<file path="src/sv/ps2md_pkg.sv">
`default_nettype none

package ps2md_pkg;

    // Cursor coordinate width; the register and result fields stay 12 bits.
    localparam int COORD_BITS = 12;
    localparam int REG_W      = 12;
    localparam int POS_W      = 12;
    localparam int SUM_W      = COORD_BITS + 2;
    localparam int WIDE_W     = (COORD_BITS > REG_W) ? COORD_BITS : REG_W;

    typedef logic [COORD_BITS-1:0]    coord_t;
    typedef logic signed [SUM_W-1:0]  sum_t;

    localparam coord_t COORD_MASK = '1;

    localparam logic [REG_W-1:0] MAX_X_RST  = 12'd1023;
    localparam logic [REG_W-1:0] MAX_Y_RST  = 12'd767;
    localparam logic [REG_W-1:0] HOME_X_RST = 12'd400;
    localparam logic [REG_W-1:0] HOME_Y_RST = 12'd300;

    typedef enum logic [2:0] {
        REG_FOUR_BYTE = 3'd0,
        REG_MAX_X     = 3'd1,
        REG_MAX_Y     = 3'd2,
        REG_HOME_X    = 3'd3,
        REG_HOME_Y    = 3'd4
    } cfg_reg_t;

    typedef enum logic [1:0] {
        EV_MOVE   = 2'd0,
        EV_DOWN   = 2'd1,
        EV_UP     = 2'd2,
        EV_SCROLL = 2'd3
    } evt_kind_t;

    typedef struct packed {
        logic             four_byte;
        logic [REG_W-1:0] max_x;
        logic [REG_W-1:0] max_y;
        logic             home_x_load;
        logic             home_y_load;
        coord_t           home_value;
    } cfg_t;

    // One decoded packet: a mask of pending events plus shared payload.
    typedef struct packed {
        logic [3:0]        mask;
        logic [POS_W-1:0]  pos_x;
        logic [POS_W-1:0]  pos_y;
        logic signed [8:0] dx;
        logic signed [9:0] dy;
        logic [2:0]        buttons;
        logic [2:0]        pressed;
        logic [2:0]        released;
        logic signed [4:0] scroll;
    } pkt_rec_t;

    function automatic coord_t clamp_axis(input sum_t v, input logic [REG_W-1:0] maxreg);
        logic [WIDE_W-1:0] mx;
        coord_t            lim;
        coord_t            res;
        mx = WIDE_W'(maxreg);
        if (mx < WIDE_W'(COORD_MASK))
            lim = coord_t'(mx);
        else
            lim = COORD_MASK;
        if (v < 0)
            res = '0;
        else if (v > $signed({2'b00, lim}))
            res = lim;
        else
            res = coord_t'(v);
        return res;
    endfunction

endpackage

`default_nettype wire

</file>
<file path="src/sv/ps2_mouse_packet_decoder.sv">
`default_nettype none

// Channel  | Handshake               | Payload
// ---------+-------------------------+--------------------------------------------
// byte     | byte_valid / byte_stall | data_byte
// event    | event_valid/event_stall | event_kind, pos_x, pos_y, move_dx, move_dy,
//          |                         | button_state, changed_buttons,
//          |                         | scroll_amount, last_event
// cfg      | cfg_valid / cfg_ready   | cfg_index, cfg_data
//
// One mouse byte is taken per cycle while byte_stall is low. A byte is held in
// the input register until its events are loaded into the result register.
// The final byte of a packet can raise up to four events; the result register
// sends one per cycle unless event_stall is high, so such a byte holds the
// input side until its last event is sent. rst_n clears position and buttons,
// restores the config defaults and loads the home cursor. A stalled event holds
// the result register and backs up byte_stall.
module ps2_mouse_packet_decoder (
    input  wire logic                        clk,
    input  wire logic                        rst_n,

    input  wire logic                        byte_valid,
    output logic                             byte_stall,
    input  wire logic [7:0]                  data_byte,

    output logic                             event_valid,
    input  wire logic                        event_stall,
    output logic [1:0]                       event_kind,
    output logic [ps2md_pkg::POS_W-1:0]      pos_x,
    output logic [ps2md_pkg::POS_W-1:0]      pos_y,
    output logic signed [8:0]                move_dx,
    output logic signed [9:0]                move_dy,
    output logic [2:0]                       button_state,
    output logic [2:0]                       changed_buttons,
    output logic signed [4:0]                scroll_amount,
    output logic                             last_event,

    input  wire logic                        cfg_valid,
    output logic                             cfg_ready,
    input  wire logic [2:0]                  cfg_index,
    input  wire logic [ps2md_pkg::REG_W-1:0] cfg_data
);

    ps2md_pkg::cfg_t      cfg;
    ps2md_pkg::pkt_rec_t  rec;
    logic                 rec_valid;
    logic                 take;

    // Config registers; home writes pulse a cursor load.
    ps2md_cfg_regs u_cfg (
        .clk       (clk),
        .rst_n     (rst_n),
        .cfg_valid (cfg_valid),
        .cfg_ready (cfg_ready),
        .cfg_index (cfg_index),
        .cfg_data  (cfg_data),
        .cfg       (cfg)
    );

    // Input register, packet gathering, cursor and button state.
    ps2md_assembler u_asm (
        .clk        (clk),
        .rst_n      (rst_n),
        .byte_valid (byte_valid),
        .byte_stall (byte_stall),
        .data_byte  (data_byte),
        .cfg        (cfg),
        .rec_valid  (rec_valid),
        .rec        (rec),
        .take       (take)
    );

    // Result register: walk pending events in order move, down, up, scroll.
    ps2md_emitter u_emit (
        .clk             (clk),
        .rst_n           (rst_n),
        .rec_valid       (rec_valid),
        .rec             (rec),
        .take            (take),
        .event_valid     (event_valid),
        .event_stall     (event_stall),
        .event_kind      (event_kind),
        .pos_x           (pos_x),
        .pos_y           (pos_y),
        .move_dx         (move_dx),
        .move_dy         (move_dy),
        .button_state    (button_state),
        .changed_buttons (changed_buttons),
        .scroll_amount   (scroll_amount),
        .last_event      (last_event)
    );

endmodule

`default_nettype wire

</file>
<file path="src/sv/ps2md_cfg_regs.sv">
`default_nettype none

module ps2md_cfg_regs (
    input  wire logic                         clk,
    input  wire logic                         rst_n,
    input  wire logic                         cfg_valid,
    output logic                              cfg_ready,
    input  wire logic [2:0]                   cfg_index,
    input  wire logic [ps2md_pkg::REG_W-1:0]  cfg_data,
    output ps2md_pkg::cfg_t                   cfg
);

    logic                         four_byte_reg;
    logic                         four_byte_next;
    logic [ps2md_pkg::REG_W-1:0]  max_x_reg;
    logic [ps2md_pkg::REG_W-1:0]  max_x_next;
    logic [ps2md_pkg::REG_W-1:0]  max_y_reg;
    logic [ps2md_pkg::REG_W-1:0]  max_y_next;
    logic                         wr;
    logic                         load_x;
    logic                         load_y;

    assign cfg_ready = 1'b1;
    assign wr        = cfg_valid & cfg_ready;

    always_comb
    begin
        four_byte_next = four_byte_reg;
        max_x_next     = max_x_reg;
        max_y_next     = max_y_reg;
        load_x         = 1'b0;
        load_y         = 1'b0;
        if (wr)
        begin
            case (cfg_index)
                ps2md_pkg::REG_FOUR_BYTE: four_byte_next = cfg_data[0];
                ps2md_pkg::REG_MAX_X:     max_x_next     = cfg_data;
                ps2md_pkg::REG_MAX_Y:     max_y_next     = cfg_data;
                ps2md_pkg::REG_HOME_X:    load_x         = 1'b1;
                ps2md_pkg::REG_HOME_Y:    load_y         = 1'b1;
                default:                  ;
            endcase
        end
    end

    always_ff @(posedge clk or negedge rst_n)
    begin
        if (!rst_n)
        begin
            four_byte_reg <= 1'b0;
            max_x_reg     <= ps2md_pkg::MAX_X_RST;
            max_y_reg     <= ps2md_pkg::MAX_Y_RST;
        end
        else
        begin
            four_byte_reg <= four_byte_next;
            max_x_reg     <= max_x_next;
            max_y_reg     <= max_y_next;
        end
    end

    // Home writes go straight to the cursor; the value is not kept here.
    assign cfg.four_byte   = four_byte_reg;
    assign cfg.max_x       = max_x_reg;
    assign cfg.max_y       = max_y_reg;
    assign cfg.home_x_load = load_x;
    assign cfg.home_y_load = load_y;
    assign cfg.home_value  = ps2md_pkg::coord_t'(cfg_data);

endmodule

`default_nettype wire

</file>
<file path="src/sv/ps2md_assembler.sv">
`default_nettype none

module ps2md_assembler (
    input  wire logic              clk,
    input  wire logic              rst_n,
    input  wire logic              byte_valid,
    output logic                   byte_stall,
    input  wire logic [7:0]        data_byte,
    input  wire ps2md_pkg::cfg_t   cfg,
    output logic                   rec_valid,
    output ps2md_pkg::pkt_rec_t    rec,
    input  wire logic              take
);

    logic                  byte_valid_reg;
    logic                  byte_valid_next;
    logic [7:0]            byte_reg;
    logic [1:0]            pos_reg;
    logic [1:0]            pos_next;
    logic [7:0]            held_reg [0:2];
    ps2md_pkg::coord_t     cur_x_reg;
    ps2md_pkg::coord_t     cur_x_next;
    ps2md_pkg::coord_t     cur_y_reg;
    ps2md_pkg::coord_t     cur_y_next;
    logic [2:0]            btn_reg;
    logic [2:0]            btn_next;

    logic                  step;
    logic                  accept;
    logic                  bad_first;
    logic                  complete;
    logic                  store;
    logic                  pkt_ok;
    logic [7:0]            flags;
    logic [7:0]            p1;
    logic [7:0]            p2;
    logic [7:0]            p3;
    logic signed [8:0]     dx;
    logic signed [8:0]     dy9;
    logic signed [9:0]     dy10;
    ps2md_pkg::sum_t       sum_x;
    ps2md_pkg::sum_t       sum_y;
    ps2md_pkg::coord_t     new_x;
    ps2md_pkg::coord_t     new_y;
    logic [2:0]            nb;
    logic [2:0]            pressed;
    logic [2:0]            released;
    logic signed [3:0]     wheel;

    assign byte_stall = byte_valid_reg & ~take;
    assign accept     = byte_valid & ~byte_stall;
    assign step       = byte_valid_reg & take;
    assign rec_valid  = byte_valid_reg;

    assign bad_first = (pos_reg == 2'd0) & ~byte_reg[3];
    assign complete  = cfg.four_byte ? (pos_reg == 2'd3) : pos_reg[1];
    assign store     = ~bad_first & ~complete;

    // Assemble the packet from held bytes and the byte now in hand.
    assign flags = held_reg[0];
    assign p1    = held_reg[1];
    assign p2    = (pos_reg == 2'd2) ? byte_reg : held_reg[2];
    assign p3    = byte_reg;

    assign pkt_ok = complete & flags[3] & ~flags[7] & ~flags[6];

    assign dx    = $signed({flags[4], p1});
    assign dy9   = $signed({flags[5], p2});
    assign dy10  = 10'(dy9);
    assign sum_x = ps2md_pkg::sum_t'($signed({2'b00, cur_x_reg})) + ps2md_pkg::sum_t'(dx);
    assign sum_y = ps2md_pkg::sum_t'($signed({2'b00, cur_y_reg})) - ps2md_pkg::sum_t'(dy9);
    assign new_x = ps2md_pkg::clamp_axis(sum_x, cfg.max_x);
    assign new_y = ps2md_pkg::clamp_axis(sum_y, cfg.max_y);

    assign nb       = flags[2:0];
    assign pressed  = nb & ~btn_reg;
    assign released = btn_reg & ~nb;
    assign wheel    = $signed(p3[3:0]);

    always_comb
    begin
        rec.mask[ps2md_pkg::EV_MOVE]   = pkt_ok & ((dx != 9'sd0) | (dy9 != 9'sd0));
        rec.mask[ps2md_pkg::EV_DOWN]   = pkt_ok & (pressed != 3'd0);
        rec.mask[ps2md_pkg::EV_UP]     = pkt_ok & (released != 3'd0);
        rec.mask[ps2md_pkg::EV_SCROLL] = pkt_ok & cfg.four_byte & (wheel != 4'sd0);
        rec.pos_x    = ps2md_pkg::POS_W'(new_x);
        rec.pos_y    = ps2md_pkg::POS_W'(new_y);
        rec.dx       = dx;
        rec.dy       = -dy10;
        rec.buttons  = nb;
        rec.pressed  = pressed;
        rec.released = released;
        rec.scroll   = -(5'(wheel));
    end

    always_comb
    begin
        byte_valid_next = byte_valid_reg;
        if (accept)
            byte_valid_next = 1'b1;
        else if (take)
            byte_valid_next = 1'b0;

        pos_next   = pos_reg;
        cur_x_next = cur_x_reg;
        cur_y_next = cur_y_reg;
        btn_next   = btn_reg;
        if (step && !bad_first)
        begin
            if (store)
                pos_next = pos_reg + 2'd1;
            else
            begin
                pos_next = 2'd0;
                if (pkt_ok)
                begin
                    cur_x_next = new_x;
                    cur_y_next = new_y;
                    btn_next   = nb;
                end
            end
        end
        // Home write loads the cursor unclamped.
        if (cfg.home_x_load)
            cur_x_next = cfg.home_value;
        if (cfg.home_y_load)
            cur_y_next = cfg.home_value;
    end

    always_ff @(posedge clk or negedge rst_n)
    begin
        if (!rst_n)
        begin
            byte_valid_reg <= 1'b0;
            pos_reg        <= 2'd0;
            cur_x_reg      <= ps2md_pkg::coord_t'(ps2md_pkg::HOME_X_RST);
            cur_y_reg      <= ps2md_pkg::coord_t'(ps2md_pkg::HOME_Y_RST);
            btn_reg        <= 3'd0;
        end
        else
        begin
            byte_valid_reg <= byte_valid_next;
            pos_reg        <= pos_next;
            cur_x_reg      <= cur_x_next;
            cur_y_reg      <= cur_y_next;
            btn_reg        <= btn_next;
        end
    end

    always_ff @(posedge clk)
    begin
        if (accept)
            byte_reg <= data_byte;
        for (int i = 0; i < 3; i++)
        begin
            if (step && store && (pos_reg == 2'(i)))
                held_reg[i] <= byte_reg;
        end
    end

endmodule

`default_nettype wire

</file>
<file path="src/sv/ps2md_emitter.sv">
`default_nettype none

module ps2md_emitter (
    input  wire logic                        clk,
    input  wire logic                        rst_n,
    input  wire logic                        rec_valid,
    input  wire ps2md_pkg::pkt_rec_t         rec,
    output logic                             take,
    output logic                             event_valid,
    input  wire logic                        event_stall,
    output logic [1:0]                       event_kind,
    output logic [ps2md_pkg::POS_W-1:0]      pos_x,
    output logic [ps2md_pkg::POS_W-1:0]      pos_y,
    output logic signed [8:0]                move_dx,
    output logic signed [9:0]                move_dy,
    output logic [2:0]                       button_state,
    output logic [2:0]                       changed_buttons,
    output logic signed [4:0]                scroll_amount,
    output logic                             last_event
);

    logic [3:0]            mask_reg;
    logic [3:0]            mask_next;
    ps2md_pkg::pkt_rec_t   rec_reg;
    logic [3:0]            remaining;
    logic                  xfer;
    ps2md_pkg::evt_kind_t  kind;

    assign event_valid = (mask_reg != 4'd0);
    assign xfer        = event_valid & ~event_stall;
    // Drop the lowest pending event once it is transferred.
    assign remaining   = mask_reg & (mask_reg - 4'd1);
    assign last_event  = (remaining == 4'd0);
    assign take        = ~event_valid | (xfer & last_event);

    always_comb
    begin
        if (mask_reg[ps2md_pkg::EV_MOVE])
            kind = ps2md_pkg::EV_MOVE;
        else if (mask_reg[ps2md_pkg::EV_DOWN])
            kind = ps2md_pkg::EV_DOWN;
        else if (mask_reg[ps2md_pkg::EV_UP])
            kind = ps2md_pkg::EV_UP;
        else
            kind = ps2md_pkg::EV_SCROLL;
    end

    always_comb
    begin
        event_kind      = kind;
        pos_x           = rec_reg.pos_x;
        pos_y           = rec_reg.pos_y;
        button_state    = rec_reg.buttons;
        move_dx         = rec_reg.dx;
        move_dy         = rec_reg.dy;
        changed_buttons = 3'd0;
        scroll_amount   = 5'sd0;
        case (kind)
            ps2md_pkg::EV_DOWN: changed_buttons = rec_reg.pressed;
            ps2md_pkg::EV_UP:   changed_buttons = rec_reg.released;
            ps2md_pkg::EV_SCROLL:
            begin
                move_dx       = 9'sd0;
                move_dy       = 10'sd0;
                scroll_amount = rec_reg.scroll;
            end
            default:            ;
        endcase
    end

    always_comb
    begin
        mask_next = mask_reg;
        if (take && rec_valid)
            mask_next = rec.mask;
        else if (xfer)
            mask_next = remaining;
    end

    always_ff @(posedge clk or negedge rst_n)
    begin
        if (!rst_n)
            mask_reg <= 4'd0;
        else
            mask_reg <= mask_next;
    end

    always_ff @(posedge clk)
    begin
        if (take && rec_valid)
            rec_reg <= rec;
    end

endmodule

`default_nettype wire
</file>
<file path="config.mk">
export PLATFORM = sky130hd
export DESIGN_NAME = ps2_mouse_packet_decoder
export DESIGN_NICKNAME = d
export VERILOG_FILES = /design/src/sv/ps2md_pkg.sv /design/src/sv/ps2_mouse_packet_decoder.sv /design/src/sv/ps2md_cfg_regs.sv /design/src/sv/ps2md_assembler.sv /design/src/sv/ps2md_emitter.sv
export SDC_FILE = /design/constraint.sdc
export NUM_CORES = 1
export LEC_CHECK = 0
export ABC_AREA = 1
export BUFFER_PORTS_ARGS = -buffer_cell sky130_fd_sc_hd__buf_2
export CAP_MARGIN = 40
export CORE_MARGIN = 10
export CORE_UTILIZATION = 40
export CTS_CLUSTER_DIAMETER = 200
export DETAILED_ROUTE_END_ITERATION = 7
export GPL_TIMING_DRIVEN = 0
export HOLD_SLACK_MARGIN = 0.12
export SETUP_SLACK_MARGIN = 0.3
export SYNTH_ARGS = -nofsm -noshare
export SYNTH_HDL_FRONTEND = slang
export SYNTH_SLANG_ARGS = --single-unit
</file>
<file path="constraint.sdc">
create_clock -name clk -period 5.6 [get_ports clk]
set_input_delay 0 -clock clk [delete_from_list [all_inputs] [get_ports clk]]
set_output_delay 0 -clock clk [all_outputs]
set_load 0.02 [all_outputs]
</file>
### After elaboration in Yosys (flattened, before gate mapping)

Memory sizes are Yosys's and may differ from the RTL's.
Cells that the tools add are included.

| storage, ports and cells | value |
|---|---|
| bits in registers | 124 |
| bits in writable memories | 24 |
| input port bits | 28 |
| output and inout port bits | 60 |
| word-level logic and storage cells | 149 |
| memories kept | 1 |

| cells by class | value |
|---|---|
| add/subtract/negate cells | 6 |
| order comparisons | 6 |
| eq/ne operators | 12 |
| multiplexer cells | 44 |
| bitwise gates (word level) | 32 |
| reduce and logical (&&, ||, !) cells | 30 |

Memory list:

| name | words | width | read ports | clocked after memory_dff | write ports | line | RTL |
|---|---|---|---|---|---|---|---|
| u_asm.held_reg | 3 | 8 | 3 | 0 | 1 | ps2md_assembler.sv:20 | `logic [7:0] held_reg [0:2];` |

Operators by type and width:

| cell | count |
|---|---|
| 12-bit two-way mux | 14 |
| 14-bit by 13-bit > comparator with 1-bit output | 2 |
| 14-bit by 1-bit < comparator with 1-bit output, second input constant | 2 |
| 12-bit < comparator, second input constant | 2 |
| 8-bit two-way mux | 3 |
| 9-bit nonzero test | 2 |
| 1-bit two-way mux | 16 |
| 8-bit OR reduction | 2 |
| 1-bit bitwise AND | 15 |
| 13-bit by 9-bit adder with 14-bit output | 1 |
| 13-bit by 9-bit subtractor with 14-bit output | 1 |
| 2-bit nonzero test | 6 |
| 10-bit two-way mux | 1 |
| 2-bit two-way mux | 5 |
| 9-bit negation with 10-bit output | 1 |
| 1-bit inverter | 10 |
| 9-bit two-way mux | 1 |
| 3-bit AND reduction | 3 |
| 2-bit == test, second input constant | 4 |
| 4-bit two-way mux | 2 |
| 4-bit nonzero test | 2 |
| 3-bit bitwise AND | 2 |
| 3-bit by 2-bit == test with 1-bit output, second input constant | 2 |
| 1-bit logical AND | 6 |
| 18 further kinds | 25 |

### Depth between registers and ports, before layout

Gate-level depths: netlist (run 1).

| depth | value |
|---|---|
| word-level depth | 13 |
| mapped depth | 31 |
| mapped depth without buffers | 30 |

### Hierarchy

Synthesis (run 1) repeated with hierarchy kept, for this count alone.

| unflattened totals | value |
|---|---|
| cells, all modules | 1108 |
| area total of the unflattened synthesis | 9290.2 µm² |

By module, submodules not included:

| module | times used | cells each | area each (µm²) | seq. area each (µm²) |
|---|---|---|---|---|
| ps2md_assembler | 1 | 786 | 5595.4 | 1720.4 |
| ps2md_emitter | 1 | 184 | 2464.9 | 1811.7 |
| ps2md_cfg_regs | 1 | 138 | 1229.9 | 649.4 |

### Least setup slack after synthesis (run 1)

OpenSTA, ideal clock, no wires.

| timing path | value |
|---|---|
| path type | reg2reg |
| start | register u_emit.mask_reg[1] |
| end | memory u_asm.held_reg[1][2] (netlist: u_asm.held_reg[0][10]), enable pin |
| library setup time | 0.371 ns |
| arrival | 4.002 ns |
| required time | 5.229 ns |
| path slack | 1.227 ns |
| cell stages (with the launch flop) | 14 |
| path buffers | 0 |
| period minus slack after synthesis | 4.373 ns |
| path through | dfrtp_1 nor2_4 inv_2 nor2_4 inv_2 nand2_1 o21ai_0 inv_1 nand2_1 a21oi_2 o21ai_1 inv_2 nand2_1 nor2_1 |

| on the way | value |
|---|---|
| cells in the longest elaborated chain, start to end | 13 |
| elaborated cells between the ends (all ways) | 25 |
| classes of those cells | 1 x add/sub; 10 x mux; 6 x bitwise; 8 x reduce/logical |

RTL lines:

| item | line | RTL |
|---|---|---|
| start: declaration | ps2md_emitter.sv:22 | `logic [3:0] mask_reg;` |
| start signal: assignment | ps2md_emitter.sv:85 | `mask_reg <= mask_next;` |
| 4-bit by 1-bit subtractor with 4-bit output | ps2md_emitter.sv:32 | `assign remaining = mask_reg & (mask_reg - 4'd1);` |
| 4-bit bitwise AND (*) | ps2md_emitter.sv:32 |  |
| 4-bit zero test (*) | ps2md_emitter.sv:33 | `assign last_event = (remaining == 4'd0);` |
| via last_event | ps2_mouse_packet_decoder.sv:36 | `output logic last_event,` |
| 1-bit bitwise AND (*) | ps2md_emitter.sv:34 | `assign take = ~event_valid \| (xfer & last_event);` |
| 1-bit bitwise OR (*) | ps2md_emitter.sv:34 |  |
| 1-bit bitwise AND (*) | ps2md_assembler.sv:52 | `assign step = byte_valid_reg & take;` |
| via u_asm.step | ps2md_assembler.sv:28 | `logic step;` |
| 1-bit logical AND (*) | ps2md_assembler.sv:156 | `if (step && store && (pos_reg == 2'(i)))` |
| 1-bit logical AND | ps2md_assembler.sv:156 |  |
| 1-bit two-way mux | ps2md_assembler.sv:156 |  |
| 1-bit two-way mux (implied by the code) | ps2md_assembler.sv:157 | `held_reg[i] <= byte_reg;` |
| 8-bit OR reduction (no source line) | n/a |  |
| 2-bit two-way mux (no source line) or 1-bit two-way mux (tied branches) (2 in a row) | n/a |  |
| end: declaration | ps2md_assembler.sv:20 |  |

Mark *: on every way through the listed nets, which the timed path passes. The rest lies on a longest branch.

==> qor.csv, run 1 <==
stage,metric,value,unit
setup_path,reg2reg_depth,24,
final_layout,final_design_area_no_fill,0.0104,mm^2
final_layout,fillers,2056,
floorplanning,start_util,41.0,%
clock_network,path_clk_slew,0.06,ns
setup_path,endpoint,u_emit.pos_y[7]$_DFFE_PP_,
synthesis,yosysTopAreaCell,edfxtp_1,
synthesis,netlist_top_cells_area,"edfxtp_1 (31%), dfrtp_1 (9.5%), nand2_1 (8.7%)",
global_routing,track_usage,16.7,%
floorplanning,rows,53,
sta,skew,0.0115,ns
synthesis,synth_top_area_share,30.8,%
setup_path,crit_top_cell,nand2_1,
setup_path,reg2reg_to,u_emit.pos_y[7]$_DFFE_PP_,
synthesis,syn_nets,1082,
worst_hold_path,min_from,data_byte[6],
placement,hpwl,17.5,mm
setup_path,crit_type,flop to flop,
synthesis,yosysSeqAreaShare,48.2,%
drt,wl_per_cell,16.4,um
clock_network,clock-root-buffer,clkbuf_16,
final_layout,nNetsFinal,1222,
drt,drtIter0Drc,432,
drt,drc_errors,0,
clock_network,clk_latency,0.43,ns
drt,viasPerCell,4.89,
sta,fmax,217,MHz
synthesis,synth.avg_cell_area,8.63,um^2
sta,hold_violations,0,
drt,dr.pass1.iters,7,
final_layout,seqCellArea,0.00418,mm^2
setup_path,crit_start,u_asm.pos_reg[0]$_DFFE_PN0P_,
placement,io_buffers,86,
setup_path,endpoint_kind,flop,
synthesis,ys_types,47,
sta,tightestPinTransition,0.765,ns
drt,drt-total-wl,23.5,mm
synthesis,ys.warnings.count,0,
sta,hold_ws,0.283,ns
clock_network,cts_buffers,17,
setup_path,cpMaxStageDelayCell,o21ai_0,
sta,period_share,82.4,%
global_routing,grt_pass1_vias,7043,
clock_network,cts_max_path_buffers,2,
floorplanning,die_area,0.0280,mm^2
floorplanning,ios,88,
setup_path,critical_path_required,5.79,ns
global_routing,grt_max_degree,31,
sta,setup_viol,0,
setup_path,rr_startpoint,u_asm.pos_reg[0]$_DFFE_PN0P_,
worst_hold_path,hold_class,input port to flop,
final_layout,drive_gt1_share,18.8,%
floorplanning,die_w,167,um
drt,via_count,7012,
final_layout,area_delta_synth_final,19.9,%
final_layout,multi_input_area,0.00349,mm^2
placement,placed_area,0.00952,mm^2
placement,place.gp.congestion,0.900,
final_layout,largest_reg_flops,30,
global_routing,overflow,0,
setup_path,critPathLaunchType,flop,
job,cap_violations,0,
setup_path,crit_fanout,10,
synthesis,synth_area,0.00867,mm^2
drt,ant_nets,0,
global_routing,antenna_found_initial,1,
sta,finalSetupTns,0,ns
pwr,p_per_area,605,mW/mm^2
run_status,status,"finished, final reports clean",
sta,slew_viol_final,0,
setup_path,arrival,4.80,ns
sta,period_needed,4.61,ns
clock_network,cts_tree,done,
floorplanning,die_h,167,um
setup_path,crit_path_cell_trace,inv_1 -> ha_1 -> buf_6 -> inv_4 -> o21ai_0 -> ha_1 -> inv_1 -> ha_1 -> inv_1 -> nand2_1 -> nand2_1 -> nand3_1 -> nand2_1 -> a31oi_1 -> xor2_1 -> ha_1 -> nand3_1 -> nor4_1 -> nand3_1 -> nand2_4 -> nand3_4 -> nand2_1 -> nand2_1 -> and2_1,
pwr,p_leak,5.09,nW
sta,rsz0062_at_grt,false,
pwr,irDropWorstVdd,0.274,mV
global_routing,grt_pass1_wl,37.4,mm
setup_path,r2r_setup_slack,0.99,ns
synthesis,syn_inst,1004,
clock_network,cts_num_sinks,148,
synthesis,ys_ff_latch,148,
clock_network,h-tree-depth,4,
sta,relSlewSlack,48.9,%
floorplanning,core,0.0212,mm^2
setup_path,critical_path.max_stage_delay,0.56,ns
## logic make-up after synthesis
family	after synthesis	synth area share (%)
buf+inv	232	11.5
fa+ha+maj	50	7.30
compound gates	123	8.16
other cells	1	0.0433
xor+xnor	25	2.53
flops	148	48.2
simple gates	425	22.2
## Yosys cell counts, drive strengths merged
cell,count
nand3,74
fa,1
and2,6
a21o,1
o22ai,8
dfrtp,33
and3,7
xnor2,3
o21bai,5
a32o,1
edfxtp,89
a221oi,1
nor3,7
or2,1
a21oi,32
nand2,212
o221ai,3
inv,180
o211ai,1
conb,1
buf,35
nor4,3
a21boi,1
nor2,83
nand4,30
clkbuf,17
xor2,22
dfstp,26
a31oi,8
nand3b,2
ha,49
o21ai,62
## worst max-delay path, delay by kind of cell (launching register included)
family,cells,cell delay [ns]
simple gates,12,1.62
fa+ha+maj,4,1.05
compound gates,2,0.65
buf+inv,5,0.45
flops,1,0.42
xor+xnor,1,0.19
## report_power, final
part / switching, mW / internal [mW]
sequential: 0.166 / 1.63
combinational: 2.19 / 1.22
clock: 0.471 / 0.611
## final cells by class
class / instances / share of cell area [%]
buffer: 52 / 3.09
timing repair buffer: 121 / 7.90
clock inverter: 12 / 1.07
clock buffer: 20 / 4.20
sequential: 148 / 40.2
tap: 275 / 3.31
antenna: 1 / 0.0241
inverter: 180 / 6.53
multi-input combinational: 624 / 33.6
## cells in the final DEF (no fill, tap or decap), types with 17 or more instances in the layout
| cell | netlist | routed |
|---|---|---|
| nand2_1 | 200 | 200 |
| nor2_1 | 76 | 76 |
| buf_4 | 28 | 29 |
| edfxtp_1 | 89 | 89 |
| buf_2 | 5 | 90 |
| a21oi_1 | 28 | 28 |
| nand3_1 | 70 | 70 |
| ha_1 | 49 | 49 |
| nand4_1 | 30 | 30 |
| inv_1 | 172 | 172 |
| clkbuf_16 | 0 | 17 |
| dfstp_2 | 26 | 26 |
| xor2_1 | 22 | 22 |
| dfrtp_1 | 33 | 33 |
| clkbuf_1 | 17 | 20 |
| o21ai_0 | 58 | 58 |
| dlygate4sd3_1 | 0 | 32 |
## how the worst min path moves through the flow
stage / slack, ns / cells after the start / endpoint
6_report: 0.28 / 2 / u_asm.byte_reg[6]$_DFFE_PP_
4_1_cts: 0.27 / 2 / u_asm.byte_reg[6]$_DFFE_PP_
3_5_place_dp: -0.02 / 1 / u_asm.cur_y_reg[7]$_DFFE_PN0P_
3_3_place_gp: 0.18 / 1 / u_asm.byte_reg[0]$_DFFE_PP_
5_1_grt: 0.29 / 2 / u_asm.byte_reg[3]$_DFFE_PP_
2_1_floorplan: -0.30 / 0 / u_asm.btn_reg[0]$_DFFE_PN0P_
## layer usage
layer / share of wire (%) / global-route usage [%] / vias up / wire (um)
met4: 1.6 / 4.58 / 0 / 383
met1: 43 / 20.6 / 3283 / 10200
met2: 50 / 29.2 / 155 / 11900
met3: 4.7 / 3.11 / 31 / 1110
li1: - / - / 3543 / -
met5: 0 / 0 / - / 0
## through the flow
stage               std cells  setup slack (ns)  util [%]  power [mW]
global route             1433             0.585      49.1        6.83
finish                   1433             0.988      49.1        6.29
CTS                      1432             0.967      49.1        6.32
global placement         1365            -0.193      44.6        5.12
floorplan                1004              1.23         -        4.26
detailed placement       1368             0.999      45.0        5.19
## what timing repair did
action,in CTS,in global routing
resized for setup,0,0
hold buffers,32,0
endpoints found under the setup margin,0,0
setup buffers,0,0
endpoints found under the hold margin,105,0
Note: power is estimated with default switching activity, not from simulation.
==> run 2, diff against run 1 <==
clock period = 4.56 ns   (was 5.6 ns; I/O delays follow)
==> run 2 against run 1 <==
Effect of this change: maximum frequency up 16%; total power up 25%; worst hold slack better by 0.0053 ns; critical path depth up 4; flip-flop and latch count unchanged; register-to-register slack worse by 0.40 ns; count of clock-buffer cells in the layout up 1; first-iteration DRC count up 14%.
==> qor.csv, run 2 (synthesis results as in run 1) <==
stage,metric,value,unit
sta,tightestPinTransition,0.718,ns
floorplanning,die_area,0.0280,mm^2
drt,via_count,7057,
pwr,p_leak,5.14,nW
setup_path,cpMaxStageDelayCell,dfrtp_1,
floorplanning,die_w,167,um
worst_hold_path,hold_class,input port to flop,
global_routing,antenna_found_initial,1,
floorplanning,start_util,41.0,%
worst_hold_path,holdPathStages,2,
drt,drt-total-wl,23.0,mm
final_layout,final_cell_mix,"nand2_1 (197), inv_1 (171), buf_2 (90)",
global_routing,track_usage,16.3,%
sta,period_needed,3.97,ns
final_layout,drive_gt1_share,20.0,%
final_layout,final_util,49.6,%
clock_network,h-tree-depth,4,
placement,io_buffers,86,
final_layout,nNetsFinal,1225,
drt,drc_errors,0,
drt,dr.pass1.iters,5,
sta,skew,0.00879,ns
final_layout,fillers,1996,
final_layout,final_common_cell,nand2_1,
final_layout,largest_reg_flops,30,
drt,wl_per_cell,16.0,um
clock_network,clk_latency,0.43,ns
clock_network,cts_max_path_buffers,2,
sta,fmax,252,MHz
setup_path,r2r_setup_slack,0.59,ns
job,cap_violations,0,
final_layout,stdcell_count,1436,
setup_path,crit_fanout,10,
floorplanning,core,0.0212,mm^2
global_routing,grt_pass1_vias,6999,
setup_path,critPathLaunchType,flop,
final_layout,final_design_area_no_fill,0.0105,mm^2
placement,post-place-cells,1368,
placement,placed_area,0.00952,mm^2
setup_path,crit_top_cell,nand2_1,
global_routing,grt_pass1_wl,36.6,mm
sta,finalSetupTns,0,ns
pwr,irDropWorstVdd,0.382,mV
sta,rsz0062_at_grt,true,
setup_path,endpoint_kind,flop,
setup_path,reg2reg_depth,28,
setup_path,crit_type,flop to flop,
clock_network,path_clk_slew,0.06,ns
placement,place.gp.congestion,0.893,
clock_network,cts_buffers,17,
floorplanning,rows,53,
floorplanning,die_h,167,um
pwr,p_per_area,752,mW/mm^2
final_layout,area_delta_synth_final,21.0,%
sta,hold_violations,0,
clock_network,cts_tree,done,
clock_network,clock-root-buffer,clkbuf_16,
drt,ant_nets,0,
run_status,status,"finished, final reports clean",
drt,viasPerCell,4.91,
placement,hpwl,17.2,mm
floorplanning,ios,88,
setup_path,critical_path_required,4.74,ns
sta,period_share,87.1,%
clock_network,cts_num_sinks,148,
setup_path,critical_path.max_stage_delay,0.41,ns
setup_path,arrival,4.15,ns
sta,setup_viol,0,
sta,relSlewSlack,52.0,%
global_routing,overflow,0,
sta,slew_viol_final,0,
drt,drtIter0Drc,494,
global_routing,grt_max_degree,60,
run 2: repair_timing:
action / in CTS / in global routing
pin swaps: 0 / 3
setup buffers: 0 / 4
endpoints found under the setup margin: 24 / 26
hold buffers: 31 / 0
cloned: 0 / 0
hold endpoints to repair: 112 / 0
gates resized for setup: 3 / 10
run 2: worst paths after layout:
| kind | from | to |
|---|---|---|
| min in group asynchronous | rst_n | u_emit.mask_reg[2]$_DFFE_PN0P_ |
| hold / removal | data_byte[5] | u_asm.byte_reg[5]$_DFFE_PP_ |
| hold reg to reg | u_cfg.max_x_reg[9]$_DFFE_PN1P_ | u_cfg.max_x_reg[9]$_DFFE_PN1P_ |
| setup / recovery | u_asm.pos_reg[0]$_DFFE_PN0P_ | u_emit.pos_y[10]$_DFFE_PP_ |
| setup reg to reg | u_asm.pos_reg[0]$_DFFE_PN0P_ | u_emit.pos_y[10]$_DFFE_PP_ |
| max in group asynchronous | rst_n | u_cfg.max_x_reg[7]$_DFFE_PN1P_ |
run 2: layout make-up:
cell class,instances,area (um^2),area share (%)
diodes,1,2.50,0.0239
clock buffers,21,472,4.50
multi-input cells,624,3540,33.8
plain buffers,52,323,3.08
well taps,275,344,3.28
inverters,180,678,6.47
flip-flops and latches,148,4180,39.9
repair buffers,124,841,8.02
clock inverters,11,104,0.990
run 2: power by group:
part | switching [mW] | internal [mW] | total, mW
clock | 0.571 | 0.799 | 1.37
combinational | 2.75 | 1.56 | 4.31
sequential | 0.202 | 2.00 | 2.21
run 2: critical path, delay by kind of cell, from the launching register on:
kind	cells	cell delay (ns)
compound gates	4	0.50
simple gates	13	1.25
flops	1	0.41
xor+xnor	1	0.27
buf+inv	6	0.50
fa+ha+maj	4	0.81
run 2: through the flow:
step | setup slack (ns) | power (mW) | hold WS [ns]
finish | 0.587 | 7.89 | 0.288
global route | 0.289 | 8.56 | 0.281
CTS | 0.319 | 7.80 | 0.278
detailed placement | -0.0805 | 6.37 | 0.0266
global placement | -0.0474 | 6.28 | 0.178
floorplan | 0.836 | 5.24 | -0.296
run 2: layer usage:
layer  share of wire, %  up-vias  track usage (%)
met5                  0        -                0
met4                1.8        0             5.72
met3                4.4       28             3.28
met2                 50      145             28.0
met1                 43     3333             19.9
li1                   -     3551                -
==> run 3, diff against run 2 <==
CTS_BUF_LIST = sky130_fd_sc_hd__clkbuf_16   (was unset)
clock period = 4.65 ns   (was 4.56 ns; I/O delays follow)
==> run 3 against run 2 <==
Effect of this change: register-to-register slack improved by 0.06 ns; count of clock-buffer cells in the layout fell by 3; worst hold slack lost 0.0027 ns; clock skew rose by 0.0012 ns; sequential power is 2% lower; critical path depth fell by 3; non-clock buffer count decreased by 2; global-route usage about the same; first-iteration DRC count decreased by 4.3%; design area fell by 0.32%.
==> qor.csv, run 3 (synthesis results as in run 1) <==
stage,metric,value,unit
run_status,status,"finished, final reports clean",
pwr,p_leak,5.13,nW
placement,post-place-cells,1368,
setup_path,endpoint_kind,flop,
placement,io_buffers,86,
clock_network,cts_buffers,17,
sta,rsz0062_at_grt,false,
sta,setup_slack,0.645,ns
floorplanning,die_w,167,um
pwr,power,7.64,mW
clock_network,clk_latency,0.43,ns
final_layout,largest_reg_flops,30,
clock_network,cts_tree,done,
setup_path,crit_fanout,10,
drt,viasPerCell,4.93,
drt,drt-total-wl,22.9,mm
clock_network,path_clk_slew,0.06,ns
drt,wl_per_cell,16.0,um
sta,relSlewSlack,53.2,%
placement,hpwl,17.2,mm
worst_hold_path,min_from,data_byte[5],
setup_path,critPathLaunchType,flop,
worst_hold_path,hold_path_end,u_asm.byte_reg[5]$_DFFE_PP_,
drt,drtIter0Drc,473,
sta,period_needed,4.00,ns
worst_hold_path,hold_class,input port to flop,
drt,drc_errors,0,
sta,hold_ws,0.285,ns
sta,setup_viol,0,
setup_path,crit_start,u_asm.pos_reg[0]$_DFFE_PN0P_,
final_layout,drive_gt1_share,19.5,%
drt,via_count,7073,
placement,place.gp.congestion,0.893,
clock_network,h-tree-depth,4,
pwr,irDropWorstVdd,0.381,mV
global_routing,grt_max_degree,60,
floorplanning,core,0.0212,mm^2
pwr,p_per_area,731,mW/mm^2
final_layout,nNetsFinal,1223,
drt,ant_nets,0,
setup_path,reg2reg_depth,25,
global_routing,antenna_found_initial,1,
sta,skew,0.00995,ns
setup_path,rr_startpoint,u_asm.pos_reg[0]$_DFFE_PN0P_,
clock_network,clock-root-buffer,clkbuf_16,
sta,finalSetupTns,0,ns
sta,tightestPinTransition,0.699,ns
final_layout,area_delta_synth_final,20.6,%
setup_path,reg2reg_to,u_emit.pos_y[10]$_DFFE_PP_,
sta,hold_violations,0,
setup_path,arrival,4.19,ns
floorplanning,die_h,167,um
placement,pre_cts_ws,0.00954,ns
drt,dr.pass1.iters,5,
setup_path,crit_type,flop to flop,
sta,period_share,86.1,%
clock_network,cts_num_sinks,148,
sta,slew_viol_final,0,
global_routing,track_usage,16.3,%
global_routing,grt_pass1_wl,36.6,mm
floorplanning,ios,88,
global_routing,overflow,0,
final_layout,final_cell_mix,"nand2_1 (198), inv_1 (173), buf_2 (90)",
final_layout,stdcell_count,1435,
final_layout,final_common_cell,nand2_1,
floorplanning,rows,53,
setup_path,r2r_setup_slack,0.65,ns
sta,fmax,250,MHz
job,cap_violations,0,
clock_network,cts_max_path_buffers,2,
setup_path,critical_path_required,4.83,ns
worst_hold_path,holdPathStages,2,
floorplanning,die_area,0.0280,mm^2
floorplanning,start_util,41.0,%
global_routing,grt_pass1_vias,6997,
run 3: through the flow:
stage,util [%],instance area [um^2]
finish,49.4,10500
global route,49.4,10400
CTS,49.2,10400
detailed placement,45.0,9520
global placement,44.7,9450
floorplan,-,8680
run 3: layer usage:
layer | GRT usage [%] | share of wire (%)
met3 | 3.28 | 4.0
met5 | 0 | 0
met4 | 5.72 | 1.7
met2 | 27.9 | 51
met1 | 19.9 | 44
run 3: layout make-up:
class / instances / area, um^2
Fill cell: 1991 / 10700
Sequential cell: 148 / 4180
Multi-Input combinational cell: 624 / 3530
Timing Repair Buffer: 122 / 826
Inverter: 180 / 678
Clock buffer: 18 / 450
Tap cell: 275 / 344
Buffer: 52 / 322
Clock inverter: 14 / 115
Antenna cell: 2 / 5.00
run 3: timing repair:
item,CTS,global route
hold endpoints to repair,112,0
hold buffers,31,0
setup endpoints to repair,24,24
pin swaps,0,1
resized for setup,2,7
buffers inserted,0,2
run 3: how the worst max path moves through the flow:
stage,endpoint,slack (ns),cells after the start
5_1_grt,u_emit.pos_y[10]$_DFFE_PP_,0.35,29
3_3_place_gp,u_emit.pos_y[10]$_DFFE_PP_,0.04,24
6_report,u_emit.pos_y[10]$_DFFE_PP_,0.65,25
4_1_cts,u_emit.pos_y[10]$_DFFE_PP_,0.36,24
3_5_place_dp,u_emit.pos_y[10]$_DFFE_PP_,0.01,24
2_1_floorplan,u_emit.pos_y[10]$_DFFE_PP_,0.93,24
run 3: critical path, stage by stage (launching register included):
cell and delay [ns]:
dfrtp_1 0.40, inv_2 0.07, ha_4 0.18, buf_6 0.14
inv_4 0.11, nand2_1 0.11, o21ai_4 0.11, ha_1 0.18
inv_1 0.05, ha_1 0.19, inv_1 0.06, nand2_2 0.09
nand2_1 0.08, nand3_1 0.10, nand2_1 0.09, a31oi_1 0.09
xor2_1 0.18, ha_1 0.35, nand3_1 0.12, nor4_2 0.26
nand3_1 0.16, nand2_4 0.15, nand3_4 0.11, nand2_2 0.12
nand2_1 0.08, and2_1 0.18
run 3: where the power goes:
part           total [mW]  leakage [nW]  switching [mW]  internal (mW)
Sequential           2.16          1.55           0.197           1.97
Clock                1.33         0.281           0.564          0.763
Combinational        4.15          3.30            2.67           1.48
